==> src/design/gcr_pkg.sv <==
// Shared types, constants and the 6-and-2 code table of the GCR sector decoder.
package gcr_pkg;

    localparam logic [7:0] MARK_D5 = 8'hD5;
    localparam logic [7:0] MARK_AA = 8'hAA;
    localparam logic [7:0] MARK_96 = 8'h96;
    localparam logic [7:0] MARK_AD = 8'hAD;

    localparam int AUX_COUNT   = 86;
    localparam int FIELD_LAST  = 341;
    localparam int ADDR_LAST   = 10;
    localparam int AUX_IDX_W   = 7;

    localparam logic [0:0] CFG_TARGET_TRACK = 1'b0;
    localparam logic [0:0] CFG_DATA_WINDOW  = 1'b1;

    localparam logic [7:0] DATA_WINDOW_RESET = 8'd100;

    localparam logic [7:0] GCR_CODES [64] = '{
        8'h96, 8'h97, 8'h9A, 8'h9B, 8'h9D, 8'h9E, 8'h9F, 8'hA6,
        8'hA7, 8'hAB, 8'hAC, 8'hAD, 8'hAE, 8'hAF, 8'hB2, 8'hB3,
        8'hB4, 8'hB5, 8'hB6, 8'hB7, 8'hB9, 8'hBA, 8'hBB, 8'hBC,
        8'hBD, 8'hBE, 8'hBF, 8'hCB, 8'hCD, 8'hCE, 8'hCF, 8'hD3,
        8'hD6, 8'hD7, 8'hD9, 8'hDA, 8'hDB, 8'hDC, 8'hDD, 8'hDE,
        8'hDF, 8'hE5, 8'hE6, 8'hE7, 8'hE9, 8'hEA, 8'hEB, 8'hEC,
        8'hED, 8'hEE, 8'hEF, 8'hF2, 8'hF3, 8'hF4, 8'hF5, 8'hF6,
        8'hF7, 8'hF9, 8'hFA, 8'hFB, 8'hFC, 8'hFD, 8'hFE, 8'hFF
    };

    typedef struct packed {
        logic [7:0] nibble;
        logic       track_start;
        logic       code_ok;
        logic [5:0] code_val;
    } t_item;

    function automatic logic [6:0] gcr_decode(input logic [7:0] b);
        logic [6:0] res;
        res = 7'd0;
        for (int k = 0; k < 64; k++) begin
            if (GCR_CODES[k] == b) begin
                res = {1'b1, 6'(k)};
            end
        end
        return res;
    endfunction

endpackage

==> src/design/gcr_sector_stream_decoder.sv <==
// Top level: configuration registers and the front queue joined to the decoding back end.
// A nibble accepted into the queue is taken by the back end once the output register
// can accept; its data byte is then registered in the output register behind tvalid.
// Throughput: one nibble per cycle unless the output stalls, set by the back-end update.
// A two-word queue decouples input from back-end stalls on the master side.
// Reset (synchronous, active low) empties the queue and output register, returns to
// the address hunt at track position zero and sets data_window to 100, target_track to 0.
module gcr_sector_stream_decoder
    import gcr_pkg::*;
#(
    parameter int TRACK_BYTES = 6656
) (
    input  logic        i_clk,
    input  logic        i_rst_n,
    input  logic        i_cfg_we,
    input  logic [0:0]  i_cfg_addr,
    input  logic [7:0]  i_cfg_data,
    input  logic        s_axis_tvalid,
    output logic        s_axis_tready,
    input  logic [7:0]  s_axis_tdata,   // nibble
    input  logic        s_axis_tuser,   // track_start
    output logic        m_axis_tvalid,
    input  logic        m_axis_tready,
    output logic [31:0] m_axis_tdata,   // data_byte, byte_index, sector_number, volume_number
    output logic        m_axis_tuser,   // sector_good
    output logic        m_axis_tlast    // last
);

    logic [7:0] r_target_track;
    logic [7:0] r_data_window;
    logic       w_q_valid;
    logic       w_pop;
    t_item      w_item;

    always_ff @(posedge i_clk) begin
        if (!i_rst_n) begin
            r_target_track <= '0;
            r_data_window  <= DATA_WINDOW_RESET;
        end else if (i_cfg_we) begin
            case (i_cfg_addr)
                CFG_TARGET_TRACK: r_target_track <= i_cfg_data;
                CFG_DATA_WINDOW:  r_data_window  <= i_cfg_data;
                default:          r_data_window  <= r_data_window;
            endcase
        end
    end

    gcr_front u_front (
        .i_clk         (i_clk),
        .i_rst_n       (i_rst_n),
        .i_valid       (s_axis_tvalid),
        .o_ready       (s_axis_tready),
        .i_nibble      (s_axis_tdata),
        .i_track_start (s_axis_tuser),
        .o_valid       (w_q_valid),
        .i_pop         (w_pop),
        .o_item        (w_item)
    );

    gcr_back #(
        .TRACK_BYTES (TRACK_BYTES)
    ) u_back (
        .i_clk          (i_clk),
        .i_rst_n        (i_rst_n),
        .i_target_track (r_target_track),
        .i_data_window  (r_data_window),
        .i_valid        (w_q_valid),
        .i_item         (w_item),
        .o_pop          (w_pop),
        .o_valid        (m_axis_tvalid),
        .i_ready        (m_axis_tready),
        .o_data         (m_axis_tdata),
        .o_good         (m_axis_tuser),
        .o_last         (m_axis_tlast)
    );

endmodule

==> src/design/gcr_front.sv <==
// Front end: decode each nibble against the code table and queue it for the back end.
module gcr_front
    import gcr_pkg::*;
(
    input  logic       i_clk,
    input  logic       i_rst_n,
    input  logic       i_valid,
    output logic       o_ready,
    input  logic [7:0] i_nibble,
    input  logic       i_track_start,
    output logic       o_valid,
    input  logic       i_pop,
    output t_item      o_item
);

    t_item      r_q [2];
    logic       r_wr;
    logic       r_rd;
    logic [1:0] r_cnt;
    logic       w_push;
    logic [6:0] w_dec;

    assign o_ready = (r_cnt != 2'd2);
    assign o_valid = (r_cnt != 2'd0);
    assign o_item  = r_q[r_rd];
    assign w_push  = i_valid && o_ready;
    assign w_dec   = gcr_decode(i_nibble);

    always_ff @(posedge i_clk) begin
        if (w_push) begin
            r_q[r_wr] <= '{nibble: i_nibble, track_start: i_track_start,
                           code_ok: w_dec[6], code_val: w_dec[5:0]};
        end
        if (!i_rst_n) begin
            r_wr  <= 1'b0;
            r_rd  <= 1'b0;
            r_cnt <= 2'd0;
        end else begin
            if (w_push) r_wr <= ~r_wr;
            if (i_pop)  r_rd <= ~r_rd;
            r_cnt <= r_cnt + 2'(w_push) - 2'(i_pop);
        end
    end

    assert property (@(posedge i_clk) disable iff (!i_rst_n)
        !(i_pop && r_cnt == 2'd0))
        else $error("pop from empty queue");

endmodule

==> src/design/gcr_back.sv <==
// Back end: prologue hunt, address and data field decode, aux memory and output register.
module gcr_back
    import gcr_pkg::*;
#(
    parameter int TRACK_BYTES = 6656
) (
    input  logic        i_clk,
    input  logic        i_rst_n,
    input  logic [7:0]  i_target_track,
    input  logic [7:0]  i_data_window,
    input  logic        i_valid,
    input  t_item       i_item,
    output logic        o_pop,
    output logic        o_valid,
    input  logic        i_ready,
    output logic [31:0] o_data,
    output logic        o_good,
    output logic        o_last
);

    localparam int PW = $clog2(TRACK_BYTES + 1);
    localparam logic [PW-1:0] POS_MAX   = PW'(TRACK_BYTES);
    localparam logic [PW-1:0] POS_ADDR  = PW'(TRACK_BYTES - 12);
    localparam logic [PW-1:0] POS_DMARK = PW'(TRACK_BYTES - 1);
    localparam logic [PW-1:0] POS_FIT   = PW'(TRACK_BYTES - 344);
    localparam logic [PW-1:0] POS_HUNT  = PW'(TRACK_BYTES - 400);
    localparam logic [PW-1:0] POS_HUNT1 = PW'(TRACK_BYTES - 401);

    typedef enum logic [2:0] {
        PH_HUNT, PH_ADDR, PH_SEEK, PH_DATA, PH_CSUM, PH_IDLE
    } t_phase;

    t_phase                r_phase, n_phase, w_phase;
    logic [15:0]           r_hist, n_hist, w_hist;
    logic [8:0]            r_fc, n_fc;
    logic [8:0]            r_win, n_win;
    logic [PW-1:0]         r_pos, n_pos, w_p;
    logic [7:0]            r_pair, n_pair;
    logic [7:0]            r_vol, n_vol;
    logic [7:0]            r_trk, n_trk;
    logic [7:0]            r_sec, n_sec;
    logic [5:0]            r_chain, n_chain;
    logic                  r_bad, n_bad;
    logic [AUX_IDX_W-1:0]  r_idx, n_idx;
    logic [1:0]            r_sh, n_sh;
    logic [5:0]            r_aux_mem [AUX_COUNT];
    logic [5:0]            r_aux_q;
    logic                  w_aux_we;
    logic                  w_emit;
    logic [31:0]           w_data;
    logic                  w_good;
    logic                  w_last;
    logic [7:0]            w_pv;
    logic [5:0]            w_c;
    logic [1:0]            w_abits;
    logic [8:0]            w_fi;
    logic                  w_match;
    logic                  w_out_rdy;
    logic                  r_ov;
    logic [31:0]           r_data;
    logic                  r_good;
    logic                  r_last;

    assign w_out_rdy = !r_ov || i_ready;
    assign o_pop     = i_valid && w_out_rdy;
    assign o_valid   = r_ov;
    assign o_data    = r_data;
    assign o_good    = r_good;
    assign o_last    = r_last;

    always_comb begin
        w_phase  = i_item.track_start ? PH_HUNT : r_phase;
        w_hist   = i_item.track_start ? 16'd0 : r_hist;
        w_p      = i_item.track_start ? '0 : r_pos;
        n_pos    = (w_p < POS_MAX) ? w_p + PW'(1) : w_p;
        n_phase  = w_phase;
        n_hist   = w_hist;
        n_fc     = r_fc;
        n_win    = r_win;
        n_pair   = r_pair;
        n_vol    = r_vol;
        n_trk    = r_trk;
        n_sec    = r_sec;
        n_chain  = r_chain;
        n_bad    = r_bad;
        n_idx    = r_idx;
        n_sh     = r_sh;
        w_aux_we = 1'b0;
        w_emit   = 1'b0;
        w_pv     = {r_pair[6:0], 1'b1} & i_item.nibble;
        w_c      = i_item.code_val ^ r_chain;
        w_fi     = r_fc - 9'(AUX_COUNT);
        case (r_sh)
            2'd1:    w_abits = r_aux_q[1:0];
            2'd2:    w_abits = r_aux_q[3:2];
            default: w_abits = r_aux_q[5:4];
        endcase
        w_data   = {r_vol, r_sec, w_fi[7:0], w_c, w_abits};
        w_last   = (r_fc == 9'(FIELD_LAST));
        w_good   = w_last && !(r_bad || !i_item.code_ok);
        w_match  = (r_win >= 9'd2) && (w_hist == {MARK_D5, MARK_AA})
                   && (i_item.nibble == MARK_AD)
                   && ((r_win - 9'd2) < {1'b0, i_data_window})
                   && (w_p >= PW'(2)) && (w_p < POS_DMARK);

        case (w_phase)
            PH_HUNT: begin
                if (w_hist == {MARK_D5, MARK_AA} && i_item.nibble == MARK_96
                        && w_p < POS_ADDR) begin
                    n_phase = PH_ADDR;
                    n_fc    = '0;
                    n_hist  = '0;
                end else begin
                    n_hist = {w_hist[7:0], i_item.nibble};
                end
            end
            PH_ADDR: begin
                if (r_fc[0]) begin
                    if (r_fc == 9'd1) n_vol = w_pv;
                    if (r_fc == 9'd3) n_trk = w_pv;
                    if (r_fc == 9'd5) n_sec = w_pv;
                end else begin
                    n_pair = i_item.nibble;
                end
                if (r_fc >= 9'(ADDR_LAST)) begin
                    n_hist = '0;
                    if (r_trk != i_target_track) begin
                        n_phase = (w_p < POS_HUNT1) ? PH_HUNT : PH_IDLE;
                    end else begin
                        n_phase = PH_SEEK;
                        n_win   = '0;
                    end
                end else begin
                    n_fc = r_fc + 9'd1;
                end
            end
            PH_SEEK: begin
                if (w_match && w_p <= POS_FIT) begin
                    n_phase = PH_DATA;
                    n_fc    = '0;
                    n_chain = '0;
                    n_bad   = 1'b0;
                    n_idx   = '0;
                    n_sh    = '0;
                end else if (w_match || r_win >= {1'b0, i_data_window} + 9'd1) begin
                    n_hist  = {8'd0, i_item.nibble};
                    n_phase = (w_p < POS_HUNT) ? PH_HUNT : PH_IDLE;
                end else begin
                    n_hist = {w_hist[7:0], i_item.nibble};
                    n_win  = r_win + 9'd1;
                end
            end
            PH_DATA: begin
                n_chain = w_c;
                n_bad   = r_bad || !i_item.code_ok;
                if (r_sh == 2'd0) w_aux_we = 1'b1;
                else              w_emit   = 1'b1;
                if (r_idx == AUX_IDX_W'(AUX_COUNT - 1)) begin
                    n_idx = '0;
                    n_sh  = r_sh + 2'd1;
                end else begin
                    n_idx = r_idx + AUX_IDX_W'(1);
                end
                if (r_fc >= 9'(FIELD_LAST)) n_phase = PH_CSUM;
                else                        n_fc    = r_fc + 9'd1;
            end
            PH_CSUM: begin
                n_hist  = '0;
                n_phase = (w_p < POS_HUNT1) ? PH_HUNT : PH_IDLE;
            end
            default: begin
                n_phase = PH_IDLE;
            end
        endcase
    end

    always_ff @(posedge i_clk) begin
        if (o_pop && w_aux_we) begin
            r_aux_mem[r_idx] <= w_c;
        end
        r_aux_q <= r_aux_mem[o_pop ? n_idx : r_idx];
    end

    always_ff @(posedge i_clk) begin
        if (w_out_rdy && o_pop && w_emit) begin
            r_data <= w_data;
            r_good <= w_good;
            r_last <= w_last;
        end
        if (!i_rst_n) begin
            r_phase <= PH_HUNT;
            r_hist  <= '0;
            r_fc    <= '0;
            r_win   <= '0;
            r_pos   <= '0;
            r_pair  <= '0;
            r_vol   <= '0;
            r_trk   <= '0;
            r_sec   <= '0;
            r_chain <= '0;
            r_bad   <= 1'b0;
            r_idx   <= '0;
            r_sh    <= '0;
            r_ov    <= 1'b0;
        end else begin
            if (w_out_rdy) r_ov <= o_pop && w_emit;
            if (o_pop) begin
                r_phase <= n_phase;
                r_hist  <= n_hist;
                r_fc    <= n_fc;
                r_win   <= n_win;
                r_pos   <= n_pos;
                r_pair  <= n_pair;
                r_vol   <= n_vol;
                r_trk   <= n_trk;
                r_sec   <= n_sec;
                r_chain <= n_chain;
                r_bad   <= n_bad;
                r_idx   <= n_idx;
                r_sh    <= n_sh;
            end
        end
    end

    assert property (@(posedge i_clk) disable iff (!i_rst_n)
        r_idx < AUX_IDX_W'(AUX_COUNT))
        else $error("aux index out of range");

    assert property (@(posedge i_clk) disable iff (!i_rst_n)
        (r_phase == PH_DATA && r_sh == 2'd0) |-> (r_fc == 9'(r_idx)))
        else $error("aux index out of step with field count");

    assert property (@(posedge i_clk) disable iff (!i_rst_n)
        (o_pop && !i_item.track_start && r_phase == PH_DATA
         && r_fc == 9'(FIELD_LAST)) |=> (r_phase == PH_CSUM && r_ov && r_last))
        else $error("last data byte not emitted");

    assert property (@(posedge i_clk) disable iff (!i_rst_n)
        (r_ov && r_good) |-> r_last)
        else $error("good flag on a byte other than the last");

endmodule

==> config.mk <==
export PLATFORM = sky130hd
export DESIGN_NAME = gcr_sector_stream_decoder
export DESIGN_NICKNAME = d
export VERILOG_FILES = /design/src/design/gcr_pkg.sv /design/src/design/gcr_sector_stream_decoder.sv /design/src/design/gcr_front.sv /design/src/design/gcr_back.sv
export SDC_FILE = /design/constraint.sdc
export NUM_CORES = 1
export LEC_CHECK = 0
export BUFFER_PORTS_ARGS = -buffer_cell sky130_fd_sc_hd__buf_4
export CORE_MARGIN = 5
export CORE_UTILIZATION = 37
export CTS_BUF_LIST = sky130_fd_sc_hd__clkbuf_4 sky130_fd_sc_hd__clkbuf_8
export CTS_CLUSTER_DIAMETER = 40
export DETAILED_ROUTE_END_ITERATION = 12
export HOLD_SLACK_MARGIN = 0.15
export SLEW_MARGIN = 20
export SYNTH_ARGS = -nofsm -noshare
export SYNTH_HDL_FRONTEND = slang
export SYNTH_SLANG_ARGS = --single-unit
export TNS_END_PERCENT = 1
==> constraint.sdc <==
create_clock -name i_clk -period 13.7 [get_ports i_clk]
set_clock_uncertainty 0.2 [all_clocks]
set_input_delay 2.74 -clock i_clk [delete_from_list [all_inputs] [get_ports i_clk]]
set_output_delay 2.74 -clock i_clk [all_outputs]
set_load 0.1 [all_outputs]
==> results.md, run 1 <==
- GRT Total Usage: 17.5%
- Final Cycle Share: 56.7%
- TritonCTS clock tree: yes
- Number of rows in the core area: 106
- Synthesized Nets: 2577
- Worst max-slew margin expressed relative to the limit: 22.8%
- Number of global-route vias before repair: 20700
- Post-cts gate resize count: 0
- Num Clock Sinks: 707
- Proportion of layout cells with a drive suffix above 1: 12.8%
- Endpoint type of the worst setup path: flop
- Top cell type by total area after synthesis: sky130_fd_sc_hd__edfxtp_1
- Via total after detailed routing: 20900
- Violation count after the first detailed-routing iteration: 2053
- WP data required: 14.14 ns
- Average vias per placed instance: 5.49
- Type of element launching the critical path: primary input
- Final Wtd Congestion: 0.865
- HPWL after detailed placement: 51900 um
- Internal reg-to-reg setup slack: 6.86 ns
- Root Buffer Master: sky130_fd_sc_hd__clkbuf_8
- Avg Cell Area, Syn: 12.4 um2
- Synth Flop Type: sky130_fd_sc_hd__edfxtp_1
- RSZ-0062 raised after global routing: false
- Cell Area, Synth: 31300 um2
- Die Outline Area: 90500 um2
- Path type of the worst min-delay path: flop to flop
- Count of H-tree levels built during CTS: 3
- CTS Buf Count: 112
- Final critical path time including I/O delays and setup: 7.76 ns
- Number of enable flip-flop cells after synthesis: 582
- Fraction of registers with async set or reset after synthesis: 0%
- Worst-Skew Late Latency: 0.74 ns
- Dominant cell by count in the synthesized netlist: sky130_fd_sc_hd__edfxtp_1
- Layout Area Growth over Synthesis: 12.2%
- Global-route wire length before repair: 124000 um
- Total Nets Final: 2637
- Die boundary height: 301 um
- Post-synthesis cell type count: 88
- Max Cap Viol: 0
- Maximum clock rate: 129 MHz
- Wire length per cell: 21.4 um
- Result of the run: finished, final reports clean
- Power Total: 5.12 mW
- IO Port Bufs: 58
- Number of setup violations in the final report: 0
- Leading cell types by count after synthesis: sky130_fd_sc_hd__edfxtp_1, sky130_fd_sc_hd__nand2_1, sky130_fd_sc_hd__mux2i_1
- Register-to-Register Path Depth: 17
- Critical path capture point: u_back.r_aux_q[4]
- First-pass iteration count of the detailed router: 6
- Startpoint of the most critical hold path: u_back.r_sec[5]
- Detailed-route DRC error count: 0
- Setup TNS: 0 ns
- Post-CTS Hold Fix Bufs: 0
- Area fraction of the dominant cell type after synthesis: 55.8%
- Max Slew Vio Count: 0
- Antenna violations before repair: 2
- Pin slew with the least headroom to its limit: 1.15 ns
- Register bit count reported by yosys: 707
- Warning count from the yosys run: 0
- Endpoint of the most critical register-to-register path: u_back.r_aux_q[4]
- Die extent in x: 301 um
- Initial standard-cell utilization of the core: 37.4%
- Routed WL: 81500 um
- GR Overflow Total: 0
- Crit path from: m_axis_tready
- Power density cells: 146 nW/um2
- Maximum number of pins on one net before global-route repair: 89
- Top Ports: 59
- Placed Area: 32700 um2
- Clock transition at path regs: 0.06 ns
- Leakage Power: 12.0 nW
- Finished Cell Area: 35100 um2
- Postcts setup bufs: 0
- Routed Antenna Nets: 0
- Category of the critical setup timing path: primary input to flop
- Largest fanout on the critical path: 62
- Post-synthesis sequential area ratio: 63.8%
- Max Root-Sink Buffers: 3
- Hold Vio Cnt, Final: 0
- Cell types occupying the most area after synthesis: sky130_fd_sc_hd__edfxtp_1, sky130_fd_sc_hd__dfxtp_1, sky130_fd_sc_hd__mux2i_1
- Cell count after synthesis: 2517
- Largest voltage drop on the vdd net: 0.0920 mV
- Placeable core region: 83800 um2
- Crit path arrival time: 8.20 ns
[cell type report]
| class | instances | area [um2] |
|---|---|---|
| fill | 7784 | 48700 |
| sequential | 707 | 20000 |
| multi-input combinational | 1610 | 10400 |
| clock buffer | 168 | 2060 |
| tap | 1134 | 1420 |
| timing repair buffer | 83 | 643 |
| clock inverter | 43 | 383 |
| inverter | 63 | 236 |
| antenna | 1 | 2.50 |
[power by group]
group / internal, mW / switching [mW] / total (mW)
Sequential: 2.55 / 0.0477 / 2.60
Clock: 1.08 / 0.838 / 1.92
Combinational: 0.147 / 0.454 / 0.601
[stage by stage]
stage | setup WS, ns | hold slack (ns) | utilization [%] | cells
final | 5.94 | 0.233 | 41.9 | 3809
after global routing | 5.55 | 0.240 | 41.9 | 3809
after CTS | 6.04 | 0.236 | 41.9 | 3807
after detailed placement | 5.28 | 0.222 | 39.0 | 3596
after global placement | 5.43 | 0.215 | 39.0 | 3596
after floorplan | 8.22 | 0.208 | - | 2517
[worst max-delay path, cell delays in order]
cell	delay (ns)
sky130_fd_sc_hd__buf_4	0.08
sky130_fd_sc_hd__nor2b_1	0.05
sky130_fd_sc_hd__or2_2	0.46
sky130_fd_sc_hd__inv_1	0.41
sky130_fd_sc_hd__nand3_1	0.43
sky130_fd_sc_hd__a2bb2oi_1	0.25
sky130_fd_sc_hd__nand4_2	0.38
sky130_fd_sc_hd__and2_4	0.65
sky130_fd_sc_hd__buf_4	0.81
sky130_fd_sc_hd__buf_4	0.73
sky130_fd_sc_hd__mux2i_1	0.18
sky130_fd_sc_hd__mux2_2	0.31
sky130_fd_sc_hd__o211ai_1	0.16
sky130_fd_sc_hd__a31oi_1	0.15
sky130_fd_sc_hd__nor4_2	0.26
[placed cells by master, fill, tap and decap left out, types with 16 or more instances in the layout]
cell                          n
sky130_fd_sc_hd__mux2_2      32
sky130_fd_sc_hd__o211ai_1    39
sky130_fd_sc_hd__a31oi_1     26
sky130_fd_sc_hd__inv_1       61
sky130_fd_sc_hd__buf_4       82
sky130_fd_sc_hd__a22oi_1     18
sky130_fd_sc_hd__clkbuf_8   128
sky130_fd_sc_hd__nand3_1    123
sky130_fd_sc_hd__nand2b_1    16
sky130_fd_sc_hd__xor2_1      18
sky130_fd_sc_hd__edfxtp_1   582
sky130_fd_sc_hd__and2_1      30
sky130_fd_sc_hd__nand2_1    301
sky130_fd_sc_hd__nor2b_1     63
sky130_fd_sc_hd__dfxtp_1    125
sky130_fd_sc_hd__xnor2_1     28
sky130_fd_sc_hd__clkinv_1    19
sky130_fd_sc_hd__o21ai_0     59
sky130_fd_sc_hd__o2111ai_1   18
sky130_fd_sc_hd__and3_1      29
sky130_fd_sc_hd__nor3_1      35
sky130_fd_sc_hd__ha_1        37
sky130_fd_sc_hd__mux2i_1    194
sky130_fd_sc_hd__o221ai_1    19
sky130_fd_sc_hd__clkbuf_4    40
sky130_fd_sc_hd__a21oi_1     94
sky130_fd_sc_hd__nor2_1     183
[sequential cells by signal, summed over array words and instances (netlist names), 8 cells and up, named ones only]
| register | cells |
|---|---|
| u_back.r_vol | 8 |
| u_back.r_aux_mem | 516 |
| u_back.r_hist | 16 |
| u_back.o_data | 32 |
| u_back.r_fc | 9 |
| u_back.r_sec | 8 |
| r_data_window | 8 |
| u_back.r_pos | 13 |
| u_back.r_trk | 8 |
| u_front.r_q | 32 |
| u_back.r_win | 9 |
| r_target_track | 8 |
[worst min-delay path by stage]
| stage | endpoint | slack, ns | depth (start not counted) |
|---|---|---|---|
| after floorplan | u_back.o_data[17] | 0.21 | 0 |
| after global placement | u_back.o_data[31] | 0.21 | 0 |
| after detailed placement | u_back.o_data[21] | 0.22 | 0 |
| after CTS | u_back.o_data[21] | 0.24 | 0 |
| after global routing | u_back.o_data[24] | 0.24 | 0 |
| final | u_back.o_data[21] | 0.23 | 0 |
[per-layer routing]
metal / up-vias / global-route usage (%) / share of wire (%)
met5: - / 0 / 0
met4: 0 / 5.75 / 2.8
met3: 140 / 3.47 / 7.3
met2: 891 / 28.3 / 47
met1: 10400 / 23.7 / 43
li1: 9520 / - / -
[cell families (layout without fill, tap and decap cells)]
kind of cell / count (synthesis) / after routing / share of synthesized area (%)
buf+inv: 200 / 357 / 3.14
mux: 229 / 229 / 7.46
other cells: 0 / 1 / 0
fa+ha+maj: 37 / 37 / 1.48
simple gates: 874 / 874 / 13.4
compound gates: 418 / 418 / 9.26
xor+xnor: 52 / 52 / 1.45
flops: 707 / 707 / 63.8
Power figures use the tool's default switching activity.
==> run 2: changes to the inputs <==
==> constraint.sdc (replaced) <==
create_clock -name i_clk -period 7.5 [get_ports i_clk]
set_clock_uncertainty 0.2 [all_clocks]
set_input_delay 1.5 -clock i_clk [delete_from_list [all_inputs] [get_ports i_clk]]
set_output_delay 1.5 -clock i_clk [all_outputs]
set_load 0.1 [all_outputs]
==> run 2 against run 1 <==
Compared with the run above:
- first-iteration DRC count increased by 5.4%
- global-route usage grew 0.21 points
- clock-buffer cell count shrank 26
- highest routed layer unchanged
- design area shrank 0.20%
- sequential power is 83% higher
- sequential share of layout area up 0.11 points
- final cell count grew 0.18%
==> results.md, run 2 (synthesized netlist as in run 1, its figures left out) <==
- Result of the run: finished, final reports clean (unchanged)
- Maximum number of pins on one net before global-route repair: 100 (was 89)
- Hold Path Depth: 0 (unchanged)
- Total Nets Final: 2645 (was 2637)
- Average vias per placed instance: 5.50 (was 5.49)
- Number of rows in the core area: 106 (unchanged)
- GR Overflow Total: 0 (unchanged)
- Max Root-Sink Buffers: 3 (unchanged)
- CTS Buf Count: 112 (unchanged)
- TritonCTS clock tree: yes (unchanged)
- Worst-Skew Late Latency: 0.77 ns (was 0.74 ns)
- Placed cell count: 3605 (was 3596)
- Final critical path time including I/O delays and setup: 5.96 ns
- Proportion of layout cells with a drive suffix above 1: 12.4% (was 12.8%)
- Top Metal Used: met4 (unchanged)
- Antenna violations before repair: 2 (unchanged)
- RSZ-0062 raised after global routing: false (unchanged)
- Largest voltage drop on the vdd net: 0.167 mV (was 0.0920 mV)
- Die extent in x: 301 um (unchanged)
- Category of the critical setup timing path: flop to flop (was primary input to flop)
- Top Ports: 59 (unchanged)
- Met3 WL: 5680 um (was 5980 um)
- Commonest cells after routing, fill and taps aside: sky130_fd_sc_hd__edfxtp_1, sky130_fd_sc_hd__nand2_1, sky130_fd_sc_hd__mux2i_1, sky130_fd_sc_hd__nor2_1, sky130_fd_sc_hd__dfxtp_1 (was sky130_fd_sc_hd__edfxtp_1, sky130_fd_sc_hd__nand2_1, sky130_fd_sc_hd__mux2i_1, sky130_fd_sc_hd__nor2_1, sky130_fd_sc_hd__clkbuf_8)
- Internal reg-to-reg setup slack: 1.54 ns (was 6.86 ns)
- Clock transition at path regs: 0.07 ns (was 0.06 ns)
- Count of H-tree levels built during CTS: 3 (unchanged)
- Global-route wire length before repair: 125000 um (was 124000 um)
- Endpoint of the most critical register-to-register path: u_back.r_aux_q[2] (was u_back.r_aux_q[4])
- WP data required: 7.97 ns (was 14.14 ns)
- Via total after detailed routing: 21000 (was 20900)
- Worst max-slew margin expressed relative to the limit: 21.2% (was 22.8%)
- Max Cap Viol: 0 (unchanged)
- Internal power contribution: 6.67 mW (was 3.78 mW)
- Wire length per cell: 21.4 um (about the same)
- Maximum clock rate: 168 MHz
- Initial standard-cell utilization of the core: 37.4% (unchanged)
- Setup TNS: 0 ns (unchanged)
- Routed WL: 81800 um (was 81500 um)
- Detailed-route DRC error count: 0 (unchanged)
- Fill cells: 7750 (was 7784)
- Clock share of power: 35.9% (was 37.4%)
- Pin slew with the least headroom to its limit: 1.18 ns (was 1.15 ns)
- Register-to-Register Path Depth: 15 (was 17)
- Final Wtd Congestion: 0.843 (was 0.865)
- HPWL after detailed placement: 52700 um (was 51900 um)
- GRT Total Usage: 17.7% (was 17.5%)
- Number of global-route vias before repair: 20600 (was 20700)
- Commonest non-fill, non-tap cell in the layout: sky130_fd_sc_hd__edfxtp_1 (unchanged)
- Met1 layer wirelength in the final routing: 35300 um (was 35000 um)
- Post-CTS Hold Fix Bufs: 0 (unchanged)
- Final Cycle Share: 79.5%
- Routed Antenna Nets: 0 (unchanged)
- Leakage Power: 12.0 nW (about the same)
- Startpoint of the most critical hold path: u_back.r_vol[4] (was u_back.r_sec[5])
- Destination of the worst hold path: u_back.o_data[28] (was u_back.o_data[21])
- First-pass iteration count of the detailed router: 6 (unchanged)
- Postcts setup bufs: 0 (unchanged)
- Switching portion of total power: 27.1% (was 26.2%)
- Post-cts gate resize count: 0 (unchanged)
- Power density cells: 261 nW/um2 (was 146 nW/um2)
- Largest fanout on the critical path: 23 (was 62)
- Number of setup violations in the final report: 0 (unchanged)
- Part of the power in combinational logic: 12.2% (was 11.7%)
- Final std cells w/o fill: 3816 (was 3809)
- Layout Area Growth over Synthesis: 12.0% (was 12.2%)
- Die boundary height: 301 um (unchanged)
- Sequential power share: 51.9% (was 50.8%)
- Max Slew Vio Count: 0 (unchanged)
- IO Port Bufs: 58 (unchanged)
- Register with the most flip-flops: u_back.r_aux_mem (unchanged)
- Num Clock Sinks: 707 (unchanged)
- Switching power of the nets: 2.48 mW (was 1.34 mW)
- Hold Vio Cnt, Final: 0 (unchanged)
- Violation count after the first detailed-routing iteration: 2164 (was 2053)
- Sum of met2 wire segment lengths after detailed routing: 38100 um (was 38300 um)
- Die Outline Area: 90500 um2 (unchanged)
- Type of element launching the critical path: flop (was primary input)
- Endpoint type of the worst setup path: flop (unchanged)
- Placeable core region: 83800 um2 (unchanged)
- Root Buffer Master: sky130_fd_sc_hd__clkbuf_8 (unchanged)
- Flip-flop count of the largest register after layout: 516 (unchanged)
- Path type of the worst min-delay path: flop to flop (unchanged)
- Crit path arrival time: 6.43 ns (was 8.20 ns)
==> run 2: cell count changes in the layout (fill, tap and decap cells not counted), moves of 3 or more <==
cell and delta:
sky130_fd_sc_hd__clkbuf_4 -16, sky130_fd_sc_hd__buf_12 +4, sky130_fd_sc_hd__clkinv_2 +8, sky130_fd_sc_hd__clkinv_1 +17
sky130_fd_sc_hd__clkinvlp_4 -3, sky130_fd_sc_hd__clkbuf_8 -10, sky130_fd_sc_hd__buf_4 +5, sky130_fd_sc_hd__clkinv_8 +3
==> run 2: area by class of cell <==
class / count / area, um2 / area share, %
antenna: 1 / 2.50 / 0.00713
timing repair buffer: 91 / 733 / 2.09
clock buffer: 142 / 1800 / 5.14
inverter: 63 / 236 / 0.674
sequential: 707 / 20000 / 57.0
tap: 1134 / 1420 / 4.05
clock inverter: 68 / 477 / 1.36
multi-input combinational: 1610 / 10400 / 29.7
==> run 2: critical path, cell delays in order, from the launching register on <==
cell,delay (ns)
sky130_fd_sc_hd__dfxtp_1,0.95
sky130_fd_sc_hd__mux2i_1,0.28
sky130_fd_sc_hd__buf_4,0.23
sky130_fd_sc_hd__nand2_1,0.11
sky130_fd_sc_hd__ha_1,0.21
sky130_fd_sc_hd__nand2b_1,0.07
sky130_fd_sc_hd__a21oi_1,0.06
sky130_fd_sc_hd__o21ai_0,0.60
sky130_fd_sc_hd__nand2_1,0.23
sky130_fd_sc_hd__and4_1,0.42
sky130_fd_sc_hd__o31ai_4,0.95
sky130_fd_sc_hd__nor2_1,0.48
sky130_fd_sc_hd__o211ai_1,0.32
sky130_fd_sc_hd__a21boi_1,0.22
sky130_fd_sc_hd__o2111ai_1,0.25
sky130_fd_sc_hd__and4bb_1,0.31
==> run 2: worst max-delay path by stage <==
stage	from	depth (start not counted)	end
2_1_floorplan	flop	4	u_back.o_data[7]
3_3_place_gp	m_axis_tready	14	u_back.r_aux_q[1]
3_5_place_dp	m_axis_tready	14	u_back.r_aux_q[1]
4_1_cts	flop	13	u_back.r_aux_q[1]
5_1_grt	flop	15	u_back.r_aux_q[2]
6_report	flop	15	u_back.r_aux_q[2]
==> run 2: layer usage <==
metal,global-route usage (%),vias to the layer above
met5,0,-
met4,6.67,0
met3,2.64,164
met2,28.5,888
met1,24.3,10400
li1,-,9552
==> run 2: metrics by stage <==
step / instance area [um2] / total power [mW] / hold slack (ns) / utilization (%) / setup WS, ns
after floorplan: 31300 / 5.49 / 0.208 / - / 2.74
after global placement: 32800 / 5.93 / 0.215 / 39.1 / 1.53
after detailed placement: 32800 / 5.95 / 0.221 / 39.1 / 1.44
after CTS: 35100 / 9.24 / 0.236 / 41.8 / 1.62
after global routing: 35100 / 9.52 / 0.241 / 41.8 / 1.26
final: 35100 / 9.15 / 0.234 / 41.8 / 1.54
==> run 2: power by group through the flow <==
stage | logic, mW | registers, mW | clock network [mW]
after detailed placement | 1.12 | 4.83 | 0
after floorplan | 0.661 | 4.83 | 0
final | 1.11 | 4.75 | 3.29
after global routing | 1.21 | 4.76 | 3.55
after CTS | 1.12 | 4.75 | 3.37
after global placement | 1.10 | 4.83 | 0
==> run 3: changes to the inputs <==
--- a/config.mk
+++ b/config.mk
@@ -5,6 +5,7 @@
 export SDC_FILE = /design/constraint.sdc
 export NUM_CORES = 1
 export LEC_CHECK = 0
+export ABC_AREA = 1
 export BUFFER_PORTS_ARGS = -buffer_cell sky130_fd_sc_hd__buf_4
 export CORE_MARGIN = 5
 export CORE_UTILIZATION = 37
==> constraint.sdc (replaced) <==
create_clock -name i_clk -period 5.2 [get_ports i_clk]
set_clock_uncertainty 0.2 [all_clocks]
set_input_delay 1.04 -clock i_clk [delete_from_list [all_inputs] [get_ports i_clk]]
set_output_delay 1.04 -clock i_clk [all_outputs]
set_load 0.1 [all_outputs]
==> run 3 against run 2 <==
Compared with the run above:
- synthesized area is 4.6% higher
- register-to-register slack worse by 0.88 ns
- design area is 5.4% higher
- critical path depth is 14 higher
- critical path type unchanged
==> results.md, run 3 <==
- Top cell type by total area after synthesis: sky130_fd_sc_hd__edfxtp_1 (unchanged)
- Hold Vio Cnt, Final: 0 (unchanged)
- Switching power of the nets: 3.80 mW (was 2.48 mW)
- Category of the critical setup timing path: flop to flop (unchanged)
- Result of the run: finished, final reports clean (unchanged)
- Type of element launching the critical path: flop (unchanged)
- Flip-flop count of the largest register after layout: 516 (unchanged)
- Die Outline Area: 94500 um2 (was 90500 um2)
- Largest voltage drop on the vdd net: 0.232 mV (was 0.167 mV)
- Routed WL: 87100 um (was 81800 um)
- Num Clock Sinks: 707 (unchanged)
- Synth Area in Simple Gates: 22.4% (was 13.4%)
- Max Root-Sink Buffers: 3 (unchanged)
- Internal reg-to-reg setup slack: 0.66 ns (was 1.54 ns)
- Violation count after the first detailed-routing iteration: 2318 (was 2164)
- Proportion of layout cells with a drive suffix above 1: 10.3% (was 12.4%)
- Clock share of power: 36.9% (was 35.9%)
- Maximum clock rate: 220 MHz (was 168 MHz)
- Post-CTS Hold Fix Bufs: 0 (unchanged)
- Power Total: 13.7 mW (was 9.15 mW)
- Post-synthesis cell type count: 55 (was 88)
- Detailed-route DRC error count: 0 (unchanged)
- Via total after detailed routing: 24000 (was 21000)
- Cell count after synthesis: 3359 (was 2517)
- Compound-cell area share of the yosys netlist: 6.48% (was 9.26%)
- Destination of the worst hold path: u_back.o_data[29] (was u_back.o_data[28])
- Avg Cell Area, Syn: 9.75 um2 (was 12.4 um2)
- Commonest cells after routing, fill and taps aside: sky130_fd_sc_hd__edfxtp_1, sky130_fd_sc_hd__nand2_1, sky130_fd_sc_hd__inv_1, sky130_fd_sc_hd__nand3_1, sky130_fd_sc_hd__nor2_1 (was sky130_fd_sc_hd__edfxtp_1, sky130_fd_sc_hd__nand2_1, sky130_fd_sc_hd__mux2i_1, sky130_fd_sc_hd__nor2_1, sky130_fd_sc_hd__dfxtp_1)
- Combinational family with the most area after synthesis: simple AND/OR/NAND/NOR gates (unchanged)
- Crit path arrival time: 4.96 ns (was 6.43 ns)
- First-pass iteration count of the detailed router: 6 (unchanged)
- Endpoint of the most critical register-to-register path: u_back.r_aux_q[5] (was u_back.r_aux_q[2])
- Register with the most flip-flops: u_back.r_aux_mem (unchanged)
- Average vias per placed instance: 5.11 (was 5.50)
- WP data required: 5.62 ns (was 7.97 ns)
- Post-cts gate resize count: 0 (unchanged)
- Area fraction of the dominant cell type after synthesis: 53.4% (was 55.8%)
- Largest fanout on the critical path: 86 (was 23)
- Register-to-Register Path Depth: 29 (was 15)
- HPWL after detailed placement: 54200 um (was 52700 um)
- Total Nets Final: 3492 (was 2645)
- Hold Path Depth: 0 (unchanged)
- Post-synthesis sequential area ratio: 61.0% (was 63.8%)
- Count of H-tree levels built during CTS: 3 (unchanged)
- Global-route wire length before repair: 135000 um (was 125000 um)
- GRT Total Usage: 17.9% (was 17.7%)
- Leakage Power: 14.2 nW (was 12.0 nW)
- Setup TNS: 0 ns (unchanged)
- Reg-to-reg critical path startpoint: u_back.r_win[1]
- RSZ-0062 raised after global routing: false (unchanged)
- Antenna violations before repair: 1 (was 2)
- Internal power contribution: 9.92 mW (was 6.67 mW)
- Fraction of registers with async set or reset after synthesis: 0% (unchanged)
- Die extent in x: 307 um (was 301 um)
- Number of enable flip-flop cells after synthesis: 582 (unchanged)
- Layout Area Growth over Synthesis: 13.0% (was 12.0%)
- Worst-Skew Late Latency: 0.74 ns (was 0.77 ns)
- Postcts setup bufs: 0 (unchanged)
- Crit path max-delay cell type: sky130_fd_sc_hd__buf_12 (was sky130_fd_sc_hd__dfxtp_1)
- Final Cycle Share: 87.3% (was 79.5%)
- Top Ports: 59 (unchanged)
- Power density cells: 371 nW/um2 (was 261 nW/um2)
- Final critical path time including I/O delays and setup: 4.54 ns (was 5.96 ns)
- Adder and majority cell fraction of the synthesized area: 1.41% (was 1.48%)
- Die boundary height: 307 um (was 301 um)
- Commonest non-fill, non-tap cell in the layout: sky130_fd_sc_hd__edfxtp_1 (unchanged)
- Warning count from the yosys run: 0 (unchanged)
- Number of rows in the core area: 109 (was 106)
- Multiplexer share of the synthesized area: 0% (was 7.46%)
- Routed Antenna Nets: 0 (unchanged)
- Startpoint of the most critical hold path: u_back.r_vol[5] (was u_back.r_vol[4])
- Placeable core region: 88100 um2 (was 83800 um2)
- IO Port Bufs: 58 (unchanged)
- TritonCTS clock tree: yes (unchanged)
- CTS Buf Count: 116 (was 112)
- Final Wtd Congestion: 0.889 (was 0.843)
- Register bit count reported by yosys: 707 (unchanged)
- Cell types occupying the most area after synthesis: sky130_fd_sc_hd__edfxtp_1, sky130_fd_sc_hd__dfxtp_1, sky130_fd_sc_hd__nand3_1 (was sky130_fd_sc_hd__edfxtp_1, sky130_fd_sc_hd__dfxtp_1, sky130_fd_sc_hd__mux2i_1)
- Switching portion of total power: 27.7% (was 27.1%)
- Synth Flop Type: sky130_fd_sc_hd__edfxtp_1 (unchanged)
- Wire length per cell: 18.5 um (was 21.4 um)
- Pin slew with the least headroom to its limit: 1.00 ns (was 1.18 ns)
- Cell Area, Synth: 32700 um2 (was 31300 um2)
- Initial standard-cell utilization of the core: 37.2% (was 37.4%)
- Path type of the worst min-delay path: flop to flop (unchanged)
- GR Overflow Total: 0 (unchanged)
- Number of global-route vias before repair: 23200 (was 20600)
- Root Buffer Master: sky130_fd_sc_hd__clkbuf_8 (unchanged)
- Worst max-slew margin expressed relative to the limit: 33.2% (was 21.2%)
- Fraction of synthesized cell area in xor and xnor cells: 0.749% (was 1.45%)
- Leading cell types by count after synthesis: sky130_fd_sc_hd__edfxtp_1, sky130_fd_sc_hd__nand2_1, sky130_fd_sc_hd__inv_1 (was sky130_fd_sc_hd__edfxtp_1, sky130_fd_sc_hd__nand2_1, sky130_fd_sc_hd__mux2i_1)
- Max Slew Vio Count: 0 (unchanged)
- Sequential power share: 49.8% (was 51.9%)
- Max Cap Viol: 0 (unchanged)
- Clock transition at path regs: 0.07 ns (about the same)
- Dominant cell by count in the synthesized netlist: sky130_fd_sc_hd__edfxtp_1 (unchanged)
- Delay of the slowest cell on the worst path: 0.40 ns (was 0.95 ns)
- Maximum number of pins on one net before global-route repair: 169 (was 100)
- Synthesized Nets: 3419 (was 2577)
- Endpoint type of the worst setup path: flop (unchanged)
- Fill cells: 8591 (was 7750)
- Number of setup violations in the final report: 0 (unchanged)
- Part of the power in combinational logic: 13.4% (was 12.2%)
## run 3: cell count changes after synthesis, sizes merged, moves of 29 or more
cell / previous run / this run
and3: 29 / 0
nand3b: 9 / 133
inv: 61 / 480
xnor2: 34 / 5
nand2: 304 / 547
o21ai: 62 / 172
mux2: 35 / 0
mux2i: 194 / 0
nand3: 123 / 466
nor2: 188 / 320
nor2b: 63 / 0
and2: 32 / 0
## run 3: worst max-delay path by stage
stage / startpoint / to
2_1_floorplan: m_axis_tready / u_back.o_data[0]
3_3_place_gp: u_back.r_win[1] / u_back.r_aux_q[5]
3_5_place_dp: u_back.r_win[1] / u_back.r_aux_q[4]
4_1_cts: u_back.r_win[1] / u_back.r_aux_q[5]
5_1_grt: u_back.r_win[2] / u_back.r_aux_q[1]
6_report: u_back.r_win[1] / u_back.r_aux_q[5]
## run 3: layer usage
layer	GRT usage (%)	vias up	wire [um]
li1	-	11600	-
met1	24.7	11400	38200
met2	29.4	807	41000
met3	2.70	162	5490
met4	5.84	0	2490
met5	0	-	0
## run 3: area by class of cell
| cell class | count | area (um2) | area share, % |
|---|---|---|---|
| diodes | 1 | 2.50 | 0.00677 |
| clock buffers | 165 | 2010 | 5.43 |
| clock inverters | 52 | 415 | 1.12 |
| inverters | 483 | 1820 | 4.91 |
| multi-input cells | 2010 | 10300 | 27.9 |
| flip-flops and latches | 707 | 20000 | 54.0 |
| well taps | 1165 | 1460 | 3.94 |
| repair buffers | 114 | 1000 | 2.71 |
## run 3: per-stage QoR
step	instance area, um2	cells	hold WS (ns)	util (%)	setup slack [ns]
floorplan	32700	3359	0.203	-	0.764
global placement	34500	4477	0.209	39.2	0.677
detailed placement	34600	4479	0.210	39.2	0.708
CTS	37000	4696	0.220	42.0	0.675
global route	37000	4697	0.234	42.0	0.268
finish	37000	4697	0.220	42.0	0.662
## run 3: power by group through the flow
stage          Sequential (mW)  Clock (mW)  Combinational (mW)
4_1_cts                   6.83        5.16                1.84
3_3_place_gp              6.94           0                1.82
6_report                  6.83        5.06                1.83
2_1_floorplan             6.99           0                1.03
3_5_place_dp              6.94           0                1.83
5_1_grt                   6.84        5.40                2.01
## run 3: kinds of logic (layout without fill, tap and decap cells)
family | after synthesis | after routing
XOR/XNOR | 28 | 28
AND/OR/NAND/NOR | 1572 | 1572
flip-flops | 707 | 707
buffers and inverters | 642 | 814
other | 0 | 1
AO/OA/AOI/OAI | 373 | 373
adder cells (fa/ha/maj) | 37 | 37
## run 3: worst max-delay path, delay by kind of cell, from the launching register on
family	cells	cell delay, ns
simple gates	23	2.41
xor+xnor	1	0.17
buf+inv	3	0.83
flops	1	0.36
fa+ha+maj	2	0.39
